`src/alm_pkg.sv`:
```
package alm_pkg;

  // Sample format and buffer limits
  localparam int SAMPLE_BITS = 16;
  localparam int MAX_BUFFER  = 4096;
  localparam int MAG_W       = SAMPLE_BITS;
  localparam int COUNT_W     = $clog2(MAX_BUFFER + 1);
  localparam int SUM_W       = MAG_W + $clog2(MAX_BUFFER + 1) - 1;
  localparam int DIV_STEP_W  = $clog2(SUM_W + 1);
  localparam int QUEUE_DEPTH = 4;
  localparam int QPTR_W      = $clog2(QUEUE_DEPTH);
  localparam int QCNT_W      = $clog2(QUEUE_DEPTH + 1);

  localparam logic [COUNT_W-1:0] MAX_COUNT = COUNT_W'(MAX_BUFFER);
  localparam logic [MAG_W-1:0]   THRESHOLD_RESET = MAG_W'(32768);

  // Opcodes; a queued job reuses them, with OP_SAMPLE meaning a finished buffer
  localparam logic [1:0] OP_SAMPLE = 2'd0;
  localparam logic [1:0] OP_ARM    = 2'd1;
  localparam logic [1:0] OP_DISARM = 2'd2;
  localparam logic [1:0] OP_CLEAR  = 2'd3;

  // Trigger states
  localparam logic [1:0] MODE_IDLE      = 2'd0;
  localparam logic [1:0] MODE_ARMED     = 2'd1;
  localparam logic [1:0] MODE_TRIGGERED = 2'd2;

  typedef struct packed {
    logic [1:0]              opcode;
    logic signed [MAG_W-1:0] sample;
    logic                    last_of_buffer;
  } in_item_t;

  typedef struct packed {
    logic [MAG_W-1:0] amplitude;
    logic [MAG_W-1:0] mean_amplitude;
    logic [MAG_W-1:0] peak;
    logic [MAG_W-1:0] mean_peak;
    logic [1:0]       trigger_state;
  } out_item_t;

  typedef struct packed {
    logic [1:0]         kind;
    logic [MAG_W-1:0]   max_mag;
    logic [SUM_W-1:0]   sum;
    logic [COUNT_W-1:0] count;
  } job_t;

endpackage

```
`src/alm_front.sv`:
```
module alm_front
  import alm_pkg::*;
(
  input  logic     clk,
  input  logic     rst,
  input  logic     in_valid,
  output logic     in_stall,
  input  in_item_t in_data,
  output logic     push,
  output job_t     push_data,
  input  logic     queue_full
);

  logic [MAG_W-1:0]   running_max;
  logic [SUM_W-1:0]   running_sum;
  logic [COUNT_W-1:0] sample_count;

  logic               accept;
  logic               is_sample;
  logic [MAG_W-1:0]   mag;
  logic [MAG_W-1:0]   max_next;
  logic [SUM_W-1:0]   sum_next;
  logic [COUNT_W-1:0] count_next;

  // Hold the input whenever the queue cannot take a job
  assign in_stall  = queue_full;
  assign accept    = in_valid && !queue_full;
  assign is_sample = (in_data.opcode == OP_SAMPLE);

  // Magnitude of a two's complement sample; the most negative one maps to 2^(N-1)
  assign mag = in_data.sample[MAG_W-1] ? MAG_W'(~in_data.sample + 1'b1)
                                       : MAG_W'(in_data.sample);

  // Fold the sample into the running buffer totals
  always_comb begin
    max_next   = (mag > running_max) ? mag : running_max;
    sum_next   = running_sum;
    count_next = sample_count;
    if (sample_count < MAX_COUNT) begin
      sum_next   = running_sum + SUM_W'(mag);
      count_next = sample_count + 1'b1;
    end
  end

  // Push buffer ends and commands in arrival order
  always_comb begin
    push              = accept && (!is_sample || in_data.last_of_buffer);
    push_data.kind    = in_data.opcode;
    push_data.max_mag = max_next;
    push_data.sum     = sum_next;
    push_data.count   = count_next;
  end

  always_ff @(posedge clk) begin
    if (rst) begin
      running_max  <= '0;
      running_sum  <= '0;
      sample_count <= '0;
    end else if (accept && is_sample) begin
      if (in_data.last_of_buffer) begin
        running_max  <= '0;
        running_sum  <= '0;
        sample_count <= '0;
      end else begin
        running_max  <= max_next;
        running_sum  <= sum_next;
        sample_count <= count_next;
      end
    end
  end

endmodule

```
`src/alm_queue.sv`:
```
module alm_queue
  import alm_pkg::*;
(
  input  logic clk,
  input  logic rst,
  input  logic push,
  input  job_t push_data,
  output logic full,
  input  logic pop,
  output job_t pop_data,
  output logic empty
);

  job_t              entries [QUEUE_DEPTH];
  logic [QPTR_W-1:0] wr_ptr;
  logic [QPTR_W-1:0] rd_ptr;
  logic [QCNT_W-1:0] fill;

  assign full     = (fill == QCNT_W'(QUEUE_DEPTH));
  assign empty    = (fill == '0);
  assign pop_data = entries[rd_ptr];

  // Store the pushed job
  always_ff @(posedge clk) begin
    if (push) begin
      entries[wr_ptr] <= push_data;
    end
  end

  // Advance pointers and track fill level
  always_ff @(posedge clk) begin
    if (rst) begin
      wr_ptr <= '0;
      rd_ptr <= '0;
      fill   <= '0;
    end else begin
      if (push) begin
        wr_ptr <= wr_ptr + 1'b1;
      end
      if (pop) begin
        rd_ptr <= rd_ptr + 1'b1;
      end
      if (push && !pop) begin
        fill <= fill + 1'b1;
      end else if (pop && !push) begin
        fill <= fill - 1'b1;
      end
    end
  end

endmodule

```
`src/alm_back.sv`:
```
module alm_back
  import alm_pkg::*;
(
  input  logic             clk,
  input  logic             rst,
  input  logic             cfg_we,
  input  logic [MAG_W-1:0] cfg_data,
  input  logic             queue_empty,
  input  job_t             job,
  output logic             pop,
  output logic             out_valid,
  input  logic             out_stall,
  output out_item_t        out_data
);

  localparam logic [1:0] ST_IDLE = 2'd0;
  localparam logic [1:0] ST_DIV  = 2'd1;
  localparam logic [1:0] ST_FIN  = 2'd2;

  logic [1:0]            state;
  logic [MAG_W-1:0]      threshold;
  logic [1:0]            trigger_mode;
  logic [MAG_W-1:0]      held_peak;
  logic [MAG_W-1:0]      held_mean_peak;

  logic [MAG_W-1:0]      amp;
  logic [COUNT_W-1:0]    divisor;
  logic [COUNT_W-1:0]    rem;
  logic [SUM_W-1:0]      quo;
  logic [DIV_STEP_W-1:0] step;

  logic [COUNT_W:0]      trial;
  logic                  qbit;
  logic                  out_free;
  logic [MAG_W-1:0]      mean;
  logic [MAG_W-1:0]      peak_next;
  logic [MAG_W-1:0]      mean_peak_next;
  logic [1:0]            mode_next;

  // One restoring division step
  assign trial = {rem, quo[SUM_W-1]};
  assign qbit  = (trial >= {1'b0, divisor});

  assign out_free = !out_valid || !out_stall;
  assign pop      = (state == ST_IDLE) && !queue_empty;
  assign mean     = quo[MAG_W-1:0];

  // Update held maxima and trigger at buffer end
  always_comb begin
    peak_next      = (amp > held_peak) ? amp : held_peak;
    mean_peak_next = (mean > held_mean_peak) ? mean : held_mean_peak;
    mode_next      = trigger_mode;
    if (trigger_mode == MODE_ARMED && peak_next > threshold) begin
      mode_next = MODE_TRIGGERED;
    end
  end

  // Threshold register
  always_ff @(posedge clk) begin
    if (rst) begin
      threshold <= THRESHOLD_RESET;
    end else if (cfg_we) begin
      threshold <= cfg_data;
    end
  end

  // Job sequencer: commands apply at once, buffers divide then report
  always_ff @(posedge clk) begin
    if (rst) begin
      state          <= ST_IDLE;
      trigger_mode   <= MODE_IDLE;
      held_peak      <= '0;
      held_mean_peak <= '0;
    end else begin
      unique case (state)
        ST_IDLE: begin
          if (!queue_empty) begin
            unique case (job.kind)
              OP_SAMPLE: state          <= ST_DIV;
              OP_ARM:    trigger_mode   <= MODE_ARMED;
              OP_DISARM: trigger_mode   <= MODE_IDLE;
              OP_CLEAR: begin
                held_peak      <= '0;
                held_mean_peak <= '0;
              end
              default: ;
            endcase
          end
        end
        ST_DIV: begin
          if (step == DIV_STEP_W'(SUM_W - 1)) begin
            state <= ST_FIN;
          end
        end
        ST_FIN: begin
          if (out_free) begin
            held_peak      <= peak_next;
            held_mean_peak <= mean_peak_next;
            trigger_mode   <= mode_next;
            state          <= ST_IDLE;
          end
        end
        default: state <= ST_IDLE;
      endcase
    end
  end

  // Divider datapath
  always_ff @(posedge clk) begin
    if (pop && job.kind == OP_SAMPLE) begin
      amp     <= job.max_mag;
      divisor <= job.count;
      rem     <= '0;
      quo     <= job.sum;
      step    <= '0;
    end else if (state == ST_DIV) begin
      rem  <= qbit ? COUNT_W'(trial - {1'b0, divisor}) : COUNT_W'(trial);
      quo  <= {quo[SUM_W-2:0], qbit};
      step <= step + 1'b1;
    end
  end

  // Output register
  always_ff @(posedge clk) begin
    if (rst) begin
      out_valid <= 1'b0;
    end else if (state == ST_FIN && out_free) begin
      out_valid <= 1'b1;
    end else if (!out_stall) begin
      out_valid <= 1'b0;
    end
  end

  always_ff @(posedge clk) begin
    if (state == ST_FIN && out_free) begin
      out_data.amplitude      <= amp;
      out_data.mean_amplitude <= mean;
      out_data.peak           <= peak_next;
      out_data.mean_peak      <= mean_peak_next;
      out_data.trigger_state  <= mode_next;
    end
  end

endmodule

```
`src/audio_level_meter_trigger.sv`:
```
// Channel | Signals                       | Transaction
// --------+-------------------------------+---------------------------------------
// in      | in_valid, in_stall, in_data   | sample or command (arm/disarm/clear)
// out     | out_valid, out_stall, out_data| levels and trigger state per buffer
// cfg     | cfg_we, cfg_data              | threshold write
//
// Samples are taken one per cycle while in_stall is low; the front keeps the buffer max, sum and count.
// Each buffer end passes the back through a load from the queue, a 28-step
// one-bit-per-cycle divider for the mean, and a report state that holds while
// out_stall blocks the output register. Commands apply as they are popped.
// A 4-entry job queue lies between front and back; in_stall rises when it is full.
// rst is synchronous and clears control state; threshold resets to 32768.
module audio_level_meter_trigger
  import alm_pkg::*;
(
  input  logic             clk,
  input  logic             rst,
  input  logic             in_valid,
  output logic             in_stall,
  input  in_item_t         in_data,
  output logic             out_valid,
  input  logic             out_stall,
  output out_item_t        out_data,
  input  logic             cfg_we,
  input  logic [MAG_W-1:0] cfg_data
);

  logic push;
  job_t push_data;
  logic queue_full;
  logic queue_empty;
  logic pop;
  job_t pop_data;

  alm_front u_front (
    .clk        (clk),
    .rst        (rst),
    .in_valid   (in_valid),
    .in_stall   (in_stall),
    .in_data    (in_data),
    .push       (push),
    .push_data  (push_data),
    .queue_full (queue_full)
  );

  alm_queue u_queue (
    .clk       (clk),
    .rst       (rst),
    .push      (push),
    .push_data (push_data),
    .full      (queue_full),
    .pop       (pop),
    .pop_data  (pop_data),
    .empty     (queue_empty)
  );

  alm_back u_back (
    .clk         (clk),
    .rst         (rst),
    .cfg_we      (cfg_we),
    .cfg_data    (cfg_data),
    .queue_empty (queue_empty),
    .job         (pop_data),
    .pop         (pop),
    .out_valid   (out_valid),
    .out_stall   (out_stall),
    .out_data    (out_data)
  );

endmodule

```
`config.mk`:
```
export PLATFORM = sky130hd
export DESIGN_NAME = audio_level_meter_trigger
export DESIGN_NICKNAME = d
export VERILOG_FILES = /design/src/alm_pkg.sv /design/src/alm_front.sv /design/src/alm_queue.sv /design/src/alm_back.sv /design/src/audio_level_meter_trigger.sv
export SDC_FILE = /design/constraint.sdc
export NUM_CORES = 1
export LEC_CHECK = 0
export BUFFER_PORTS_ARGS = -buffer_cell sky130_fd_sc_hd__buf_2
export CAP_MARGIN = 30
export CORE_MARGIN = 2
export CORE_UTILIZATION = 40
export CTS_BUF_LIST = sky130_fd_sc_hd__clkbuf_8
export CTS_CLUSTER_SIZE = 14
export DETAILED_ROUTE_END_ITERATION = 6
export PLACE_DENSITY = 0.6
export SYNTH_ARGS = -nofsm -noshare
export SYNTH_HDL_FRONTEND = slang
export SYNTH_SLANG_ARGS = --single-unit
```
`constraint.sdc`:
```
create_clock -name clk -period 6.65 [get_ports clk]
set_input_delay 1.6625 -clock clk [delete_from_list [all_inputs] [get_ports clk]]
set_output_delay 1.6625 -clock clk [all_outputs]
set_load 0.05 [all_outputs]
```
==> flow_results.org, run 1 <==
** Global route
- The number of antenna violations at the first check in global routing is 1.
- Via count of the first global-routing pass :: 14,000
- Gr ovfl total :: 0
- Entering global routing, the biggest net connects 67 pins.
- The first global-routing pass estimated 76,400 um of wire.
- Global-route usage over all layers :: 17.1%

** Floorplanning
- The initial utilization of the core area, before any placement, comes to 40.6%.
- Boundary Pins :: 108
- Die Area :: 0.0579 mm2
- In this run the core area contains 86 standard-cell rows.
- Chip Width :: 241 um
- The floorplan step set the die height to 241 um.
- Area of the placeable core :: 0.0552 mm2

** CTS
- Root buffer selected by CTS :: sky130_fd_sc_hd__clkbuf_8
- Skew-Pair Late Insertion Delay :: 0.69 ns
- Clock-pin slew was measured on the worst setup and hold paths at 0.06 ns.
- The longest clock path from root to sink contains 3 buffers.
- In this run the number of H-tree levels came out at 3.
- Hold buffer count at CTS :: 0
- CTS buffer count :: 84
- TritonCTS built the clock tree.
- Buffers added to address setup during post-CTS repair amount to 0.
- PostCTS Resize Cnt :: 0
- The clock drives 496 sinks.

** Logic synthesis
- The average instance in the mapped netlist occupies 12.8 um2.
- Synthesis produced a netlist with a net count of 1,901.
- Commonest register cell after synthesis :: sky130_fd_sc_hd__edfxtp_1
- In this run the cell area of the synthesized design comes to 0.0224 mm2.
- Sequential area share after synthesis :: 60.4%
- Counting every instance in the synthesized netlist gives 1,754.
- Ys async rst share :: 0%
- The Yosys step of the flow raised 0 warnings.
- The number of different library cells used by synthesis comes to 83.
- Number of synthesized flops with an enable pin :: 359
- Counting flops and latches in the post-synthesis netlist gives 496.

** Power and ir drop
- The worst-case IR drop observed on VDD is 147 uV.
- Switching power of the nets :: 2.77 mW
- Net switching is 30.7% of the power.
- Internal power :: 6.24 mW
- Combinational logic is responsible for 24.0% of the overall power.
- Static power due to leakage :: 9.62 nW
- Power spread over the standard cell area amounts to 351 mW/mm2.
- Registers are responsible for 45.7% of the overall power.
- Share of total power in the clock network :: 30.4%

** Setup path
- Arrival time at the worst endpoint :: 5.62 ns
- In this run the critical register-to-register path is captured at u_back.trigger_mode[1].
- STA classifies the critical path endpoint as a flip-flop.
- Family with the most delay on the worst path :: compound AO/OA/AOI/OAI gates
- STA classifies the critical path startpoint as an input pin.
- Max incr delay on CP :: 0.63 ns
- By startpoint and endpoint, the worst setup path is classified as input pin to flip-flop.
- In this run the critical register-to-register path is launched from u_back.amp[14].
- Among the stages of the critical path, the cell type that occurs most often is sky130_fd_sc_hd__nor2_1.
- Slack of the worst reg-to-reg path :: 2.39 ns
- The largest individual stage delay along the critical path comes from the cell sky130_fd_sc_hd__a21oi_1.
- Data on the critical path is required at its endpoint by 7.04 ns.
- Critical path cell sequence :: buf_2 > or3_1 > nor2_1 > nand3_1 > o41ai_1 > xnor2_1 > ha_1 > a21o_1 > a21oi_1 > a2bb2oi_1 > nor2_1 > a21oi_1 > nor2_1 > xor2_1
- Stages on the worst setup path :: 14
- Worst R2R Path Depth :: 13
- In this run the worst setup path begins at in_data[5].
- The number of buffers and inverters on the critical path is 1.
- Crit Path Max Fanout :: 11
- Critical Path End :: u_queue.entries[0][40]

** Detailed routing
- DRC violation count after routing :: 0
- In the detailed route, the total length drawn on met2 is 20,900 um.
- Antenna-violating nets left :: 0
- After detailed routing, the total wire length is 48,700 um.
- Top routing layer used :: met4
- The detailed router finished its first iteration with 952 violations.
- Number of detailed-routing iterations run before antenna repair :: 7
- After detailed routing, the wire length on met1 is 24,100 um.
- Sum of met3 wire segment lengths after detailed routing :: 2550 um
- The final route contains 14,100 vias.
- After detailed routing, the number of vias per cell comes to 5.18.
- After detailed routing, the average wire length per cell comes to 17.8 um.

** STA
- Fin. max-slew vios :: 0
- Setup repair after global routing left no endpoint under its margin.
- Setup violations remaining at the end of the flow were counted as 0.
- Final Hold Vio Count :: 0
- Peak clock frequency supported by timing :: 191 MHz
- For the final database, setup skew stands at 0.0449 ns.
- Of the available clock period, the critical path in the final layout requires 78.5%.
- Remaining max-slew budget at the tightest pin :: 30.1%
- Summed over all failing endpoints, the final setup total negative slack is 0 ns.
- Post-layout min period :: 5.22 ns
- Slew at the pin closest to its max-slew limit :: 1.04 ns

** Job
- Max-cap violations in this run came to 0.

** Finish
- Of the cells placed in the final design, the portion with a size suffix greater than 1 is 18.7%.
- In the layout the commonest cells are sky130_fd_sc_hd__edfxtp_1 (359), sky130_fd_sc_hd__nand2_1 (217), sky130_fd_sc_hd__dfxtp_1 (135), sky130_fd_sc_hd__inv_1 (121), sky130_fd_sc_hd__buf_2 (108).
- Final design area excluding fillers :: 0.0256 mm2
- Area Overhead vs Synth :: 14.5%
- The library cell used most frequently in the layout, excluding fill and tap cells, is sky130_fd_sc_hd__edfxtp_1.
- For this run, the post-layout net count is 2,056.

** Place
- Instance area at placement :: 0.0238 mm2
- Final weighted congestion in routability-driven placement :: 0.847
- Quantity of I/O buffers inserted on ports :: 107
- The HPWL after detailed placement is 32,000 um.

** Run status
- Status :: finished, final reports clean

** Hold path
- In this run the worst hold path is classified as flip-flop to flip-flop.
==> area by class of cell <==
class,instances,area (um2)
well taps,748,936
clock buffers,90,1240
flip-flops and latches,496,13500
clock inverters,67,479
repair buffers,139,873
multi-input cells,1085,8200
inverters,103,387
fillers,4893,29600
diodes,1,2.50
==> cell families after synthesis <==
group / after synthesis / share of synthesized area, %
AOI/OAI and AO/OA: 290 / 8.32
and+or+nand+nor: 483 / 9.88
xor gates and xnor gates: 66 / 2.58
adders and majority gates: 107 / 6.08
muxes: 139 / 9.70
DFF: 496 / 60.4
buffers and inverters: 173 / 3.06
==> worst reg2reg max path, stage by stage, from the launching register on <==
cell                        delay, ns
sky130_fd_sc_hd__edfxtp_1        0.46
sky130_fd_sc_hd__ha_1            0.34
sky130_fd_sc_hd__nand4_1         0.23
sky130_fd_sc_hd__o41ai_4         0.65
sky130_fd_sc_hd__buf_4           0.32
sky130_fd_sc_hd__mux2_2          0.39
sky130_fd_sc_hd__ha_1            0.30
sky130_fd_sc_hd__a211oi_1        0.26
sky130_fd_sc_hd__o21ai_0         0.12
sky130_fd_sc_hd__a221oi_1        0.39
sky130_fd_sc_hd__and2_1          0.20
sky130_fd_sc_hd__a221o_1         0.23
sky130_fd_sc_hd__a2bb2oi_1       0.19
sky130_fd_sc_hd__nor2_1          0.05
==> metrics by stage <==
stage	setup WS (ns)	power (mW)	utilization [%]	hold slack (ns)	cells
2_1_floorplan	1.64	5.67	-	0.426	1754
6_report	1.43	9.01	46.5	0.466	2729
4_1_cts	1.51	9.11	46.3	0.472	2724
5_1_grt	1.02	9.53	46.5	0.494	2729
3_3_place_gp	0.824	6.27	43.1	0.452	2564
3_5_place_dp	0.775	6.33	43.2	0.453	2567
==> how the worst min path moves through the flow <==
| stage | startpoint | to | slack, ns | cells past startpoint |
|---|---|---|---|---|
| after floorplan | u_back.quo[0] | u_back.out_data[34] | 0.43 | 0 |
| after global placement | u_back.quo[0] | u_back.out_data[34] | 0.45 | 0 |
| after detailed placement | u_back.quo[0] | u_back.out_data[34] | 0.45 | 0 |
| after CTS | u_back.rem[7] | u_back.rem[7] | 0.47 | 2 |
| after global routing | u_front.running_max[1] | u_front.running_max[1] | 0.49 | 1 |
| final | u_back.quo[0] | u_back.out_data[34] | 0.47 | 0 |
==> power groups by stage <==
stage / Sequential [mW] / Clock, mW / Combinational, mW
floorplan: 4.02 / 0 / 1.64
global placement: 4.18 / 0 / 2.09
detailed placement: 4.18 / 0 / 2.15
CTS: 4.12 / 2.83 / 2.16
global route: 4.16 / 2.96 / 2.41
finish: 4.11 / 2.73 / 2.16
==> Yosys cell counts (all sizes together) (23+ instances only) <==
library cell / number / share of area, %
mux4: 59 / 5.9
dfxtp: 137 / 12
ha: 104 / 5.8
a21oi: 83 / 1.9
buf: 23 / 0.54
nor2: 101 / 1.8
nand4: 23 / 0.64
xor2: 26 / 1.0
inv: 101 / 1.7
o21ai: 89 / 2.0
nand3: 49 / 1.1
mux2: 34 / 1.7
nand2: 217 / 3.6
edfxtp: 359 / 48
clkbuf: 47 / 0.79
xnor2: 40 / 1.6
mux2i: 46 / 2.1
==> sequential cells by signal, indices dropped and copies added (netlist names), named ones only <==
register,count
u_back.quo,28
u_back.held_peak,16
u_back.out_data,66
u_back.held_mean_peak,16
u_front.sample_count,13
u_queue.rd_ptr,2
u_back.amp,16
u_back.step,5
u_front.running_sum,28
u_back.rem,13
u_back.state,2
u_back.out_valid,1
u_back.divisor,13
u_queue.entries,236
u_back.threshold,16
u_back.trigger_mode,2
u_queue.wr_ptr,2
u_queue.fill,3
u_front.running_max,16
==> per-layer routing <==
layer  track usage (%)  vias up
met4              6.38        0
met1              24.7     6858
li1                  -     6812
met3              2.93       81
met2              25.7      380
met5                 0        -
Note: power is estimated with default switching activity, not from simulation.
==> run 2, diff against run 1 <==
- PLACE_DENSITY: 0.6 -> 0.62
- clock period: 6.65 -> 4.7 ns (I/O delays scaled with it)
==> flow_results.org, run 2 (same netlist as run 1, synthesis figures left out) <==
** Power and ir drop
- The leakage power summed over all cells is 9.82 nW (+2.0%).
- P per Cell Area :: 496 mW/mm2 (+41%)
- The maximum vdd ir drop was 295 uV (+100%).

** Finish
- Area Overhead vs Synth :: 16.0%
- Commonest non-fill, non-tap cell in the layout :: sky130_fd_sc_hd__edfxtp_1
- Biggest regs :: u_queue.entries: 236 flops, u_back.out_data: 66 flops
- The total of fill cells in the finished design came to 4,826 (-1.4%).
- The post-route core utilization came to 47.0% (+0.59 points).
- u_queue.entries holds more flip-flops than any other register.
- Area taken by multi-input logic gates :: 0.00821 mm2 (+0.11%)
- The total area of sequential cells came to 0.0135 mm2 (unchanged).
- Ratio of cells with drive above 1 in the final layout :: 20.5% (+1.8 points)
- Commonest cells after routing, fill and taps aside :: sky130_fd_sc_hd__edfxtp_1 (359), sky130_fd_sc_hd__nand2_1 (217), sky130_fd_sc_hd__dfxtp_1 (135), sky130_fd_sc_hd__inv_1 (122), sky130_fd_sc_hd__buf_2 (107)
- NumNets Final :: 2,097 (+2.0%)
- Flip-flop count of the largest register after layout :: 236 (unchanged)

** Global route
- The via count of the first global-routing pass was 14,200 (+1.7%).
- Gr ovfl total :: 0 (unchanged)
- The number of antenna violations at the first check in global routing came to 1 (unchanged).
- Global-route usage over all layers :: 17.6% (+0.50 points)
- Pin count of the biggest net entering global routing :: 67 (unchanged)
- The first-pass GRT wire length came to 78,300 um (+2.6%).

** STA
- Number of setup violations in the final report :: 0 (unchanged)
- Post-layout min period :: 4.26 ns
- The transition time at the pin with the least slew margin came to 0.978 ns (-0.0595 ns).
- Crit share post-route :: 90.7%
- Unrepaired setup endpoints after global routing :: no
- The count of endpoints failing hold in the final timing report was 0 (unchanged).
- The count of pins over their slew limit was 0 (unchanged).
- The final-layout worst hold slack is 0.467 ns (+0.000771 ns).
- The worst clock skew came to 0.0308 ns (-0.0141 ns).
- Peak clock frequency supported by timing :: 235 MHz
- The remaining max-slew budget at the tightest pin was 34.6% (+4.5 points).

** Detailed routing
- The via count is 14,200 (+0.29%).
- Number of detailed-routing iterations run before antenna repair :: 5 (-2)
- The number of nets with antenna violations after detailed routing was 0 (unchanged).
- Number of violations reported at the end of detailed-routing iteration 0 :: 980 (+2.9%)
- The total wirelength of the detailed-routed design came to 50,000 um (+2.8%).
- Number of vias per cell :: 5.13 (-0.98%)
- The total DRC errors in the routed layout came to 0 (unchanged).
- Drt wl/cell :: 18.1 um (+1.5%)

** Floorplanning
- Chip Width :: 241 um (unchanged)
- Boundary Pins :: 108 (unchanged)
- The height of the chip came to 241 um (unchanged).
- The core outline area is 0.0552 mm2 (unchanged).
- Num rows :: 86 (unchanged)
- Die Area :: 0.0579 mm2 (unchanged)
- Initial Utilization :: 40.6% (unchanged)

** CTS
- CTS tree :: done
- Number of levels in the clock H-tree :: 3 (unchanged)
- Clock tree synthesis selected as its root buffer the cell sky130_fd_sc_hd__clkbuf_8.
- The maximum number of buffers from clock root to sink came to 3 (unchanged).
- The cts-stage hold buffer count came to 0 (unchanged).
- PostCTS Resize Cnt :: 0 (unchanged)
- Count of clock tree sinks :: 496 (unchanged)
- The later-pin clock latency in the skew report was 0.67 ns (-0.02 ns).
- Clock-pin slew reported for the worst setup and hold paths after clock tree synthesis :: 0.06 ns (about the same)
- Post-CTS setup repair buffer count :: 0 (unchanged)
- The number of CTS-inserted buffers is 80 (-4.8%).

** Setup path
- The register-to-register path setup slack is 0.52 ns (-1.87 ns).
- Traced cell by cell, the critical path runs through buf_2 > or3_1 > nor2_1 > nand3_1 > o41ai_1 > xnor2_1 > ha_1 > nand4_1 > or4_1 > a21oi_1 > a211oi_1 > or2_1 > buf_4 > a21oi_1.
- Arrival time at the worst endpoint :: 4.69 ns (-0.93 ns)
- STA classifies the critical path startpoint as an input pin.
- STA classifies the critical path endpoint as a flip-flop.
- The largest stage delay on the critical path is 0.55 ns (-0.08 ns).
- The critical path is of the input pin to flip-flop type.
- The largest individual stage delay along the critical path comes from the cell sky130_fd_sc_hd__or4_1.
- The required time of the critical path is 5.13 ns (-1.91 ns).
- Among the stages of the critical path, the cell type that occurs most often is sky130_fd_sc_hd__a21oi_1.
- Crit Path Max Fanout :: 14 (+3)

** Place
- The count of input and output buffers was 107 (unchanged).
- Placed wire-length estimate after detailed placement :: 34,100 um (+6.5%)
- Final weighted congestion in routability-driven placement :: 0.875 (+3.3%)

** Run status
- Status :: finished, final reports clean

** Hold path
- The path class of the tightest hold or removal check is flip-flop to flip-flop.

** Job
- Max cap viols :: 0 (unchanged)
## run 2: changes by cell type in the layout (fill, tap and decap cells not counted), sizes merged
cell	previous run	this run
clkinv	37	24
clkbuf	90	87
clkinvlp	0	3
buf	139	184
inv	128	127
bufinv	5	9
## run 2: worst paths after layout
check,start,endpoint,cells past startpoint
max,in_data[5],u_queue.entries[3][45],14
min,u_back.rem[8],u_back.rem[8],2
max reg2reg,u_back.amp[13],u_back.out_data[0],12
min reg2reg,u_back.rem[8],u_back.rem[8],2
## run 2: routing by layer
layer | vias up | GRT usage [%] | part of all wire (%)
li1 | 6885 | - | -
met1 | 6906 | 24.5 | 48
met2 | 314 | 27.4 | 45
met3 | 67 | 3.36 | 5.0
met4 | 0 | 6.21 | 2.3
met5 | - | 0 | 0
## run 2: critical path: cells and delay by family
| kind | cells | cell delay (ns) |
|---|---|---|
| and+or+nand+nor | 6 | 1.73 |
| AOI/OAI and AO/OA | 4 | 0.95 |
| adders and majority gates | 1 | 0.35 |
| buffers and inverters | 2 | 0.31 |
| xor gates and xnor gates | 1 | 0.18 |
## run 2: power breakdown
part           switching, mW  internal (mW)  total [mW]
clock network           1.73           2.22        3.95
registers              0.377           5.43        5.80
logic                   1.77           1.35        3.12
## run 2: layout make-up
type,instances,share of cell area [%]
diodes,1,0.00964
clock buffers,87,4.61
clock inverters,60,1.97
inverters,103,1.49
multi-input cells,1085,31.6
flip-flops and latches,496,52.1
well taps,748,3.60
repair buffers,184,4.62
## run 2: metrics by stage
step / std cells / total power [mW] / worst slack (ns) / instance area [um2] / setup TNS (ns)
global route: 2764 / 13.6 / 0.224 / 26000 / 0
CTS: 2762 / 13.0 / 0.491 / 26000 / 0
floorplan: 1754 / 8.02 / 0.175 / 22400 / 0
detailed placement: 2615 / 9.03 / -0.166 / 24200 / -7.01
finish: 2764 / 12.9 / 0.438 / 26000 / 0
global placement: 2614 / 8.92 / 0.00774 / 24200 / 0
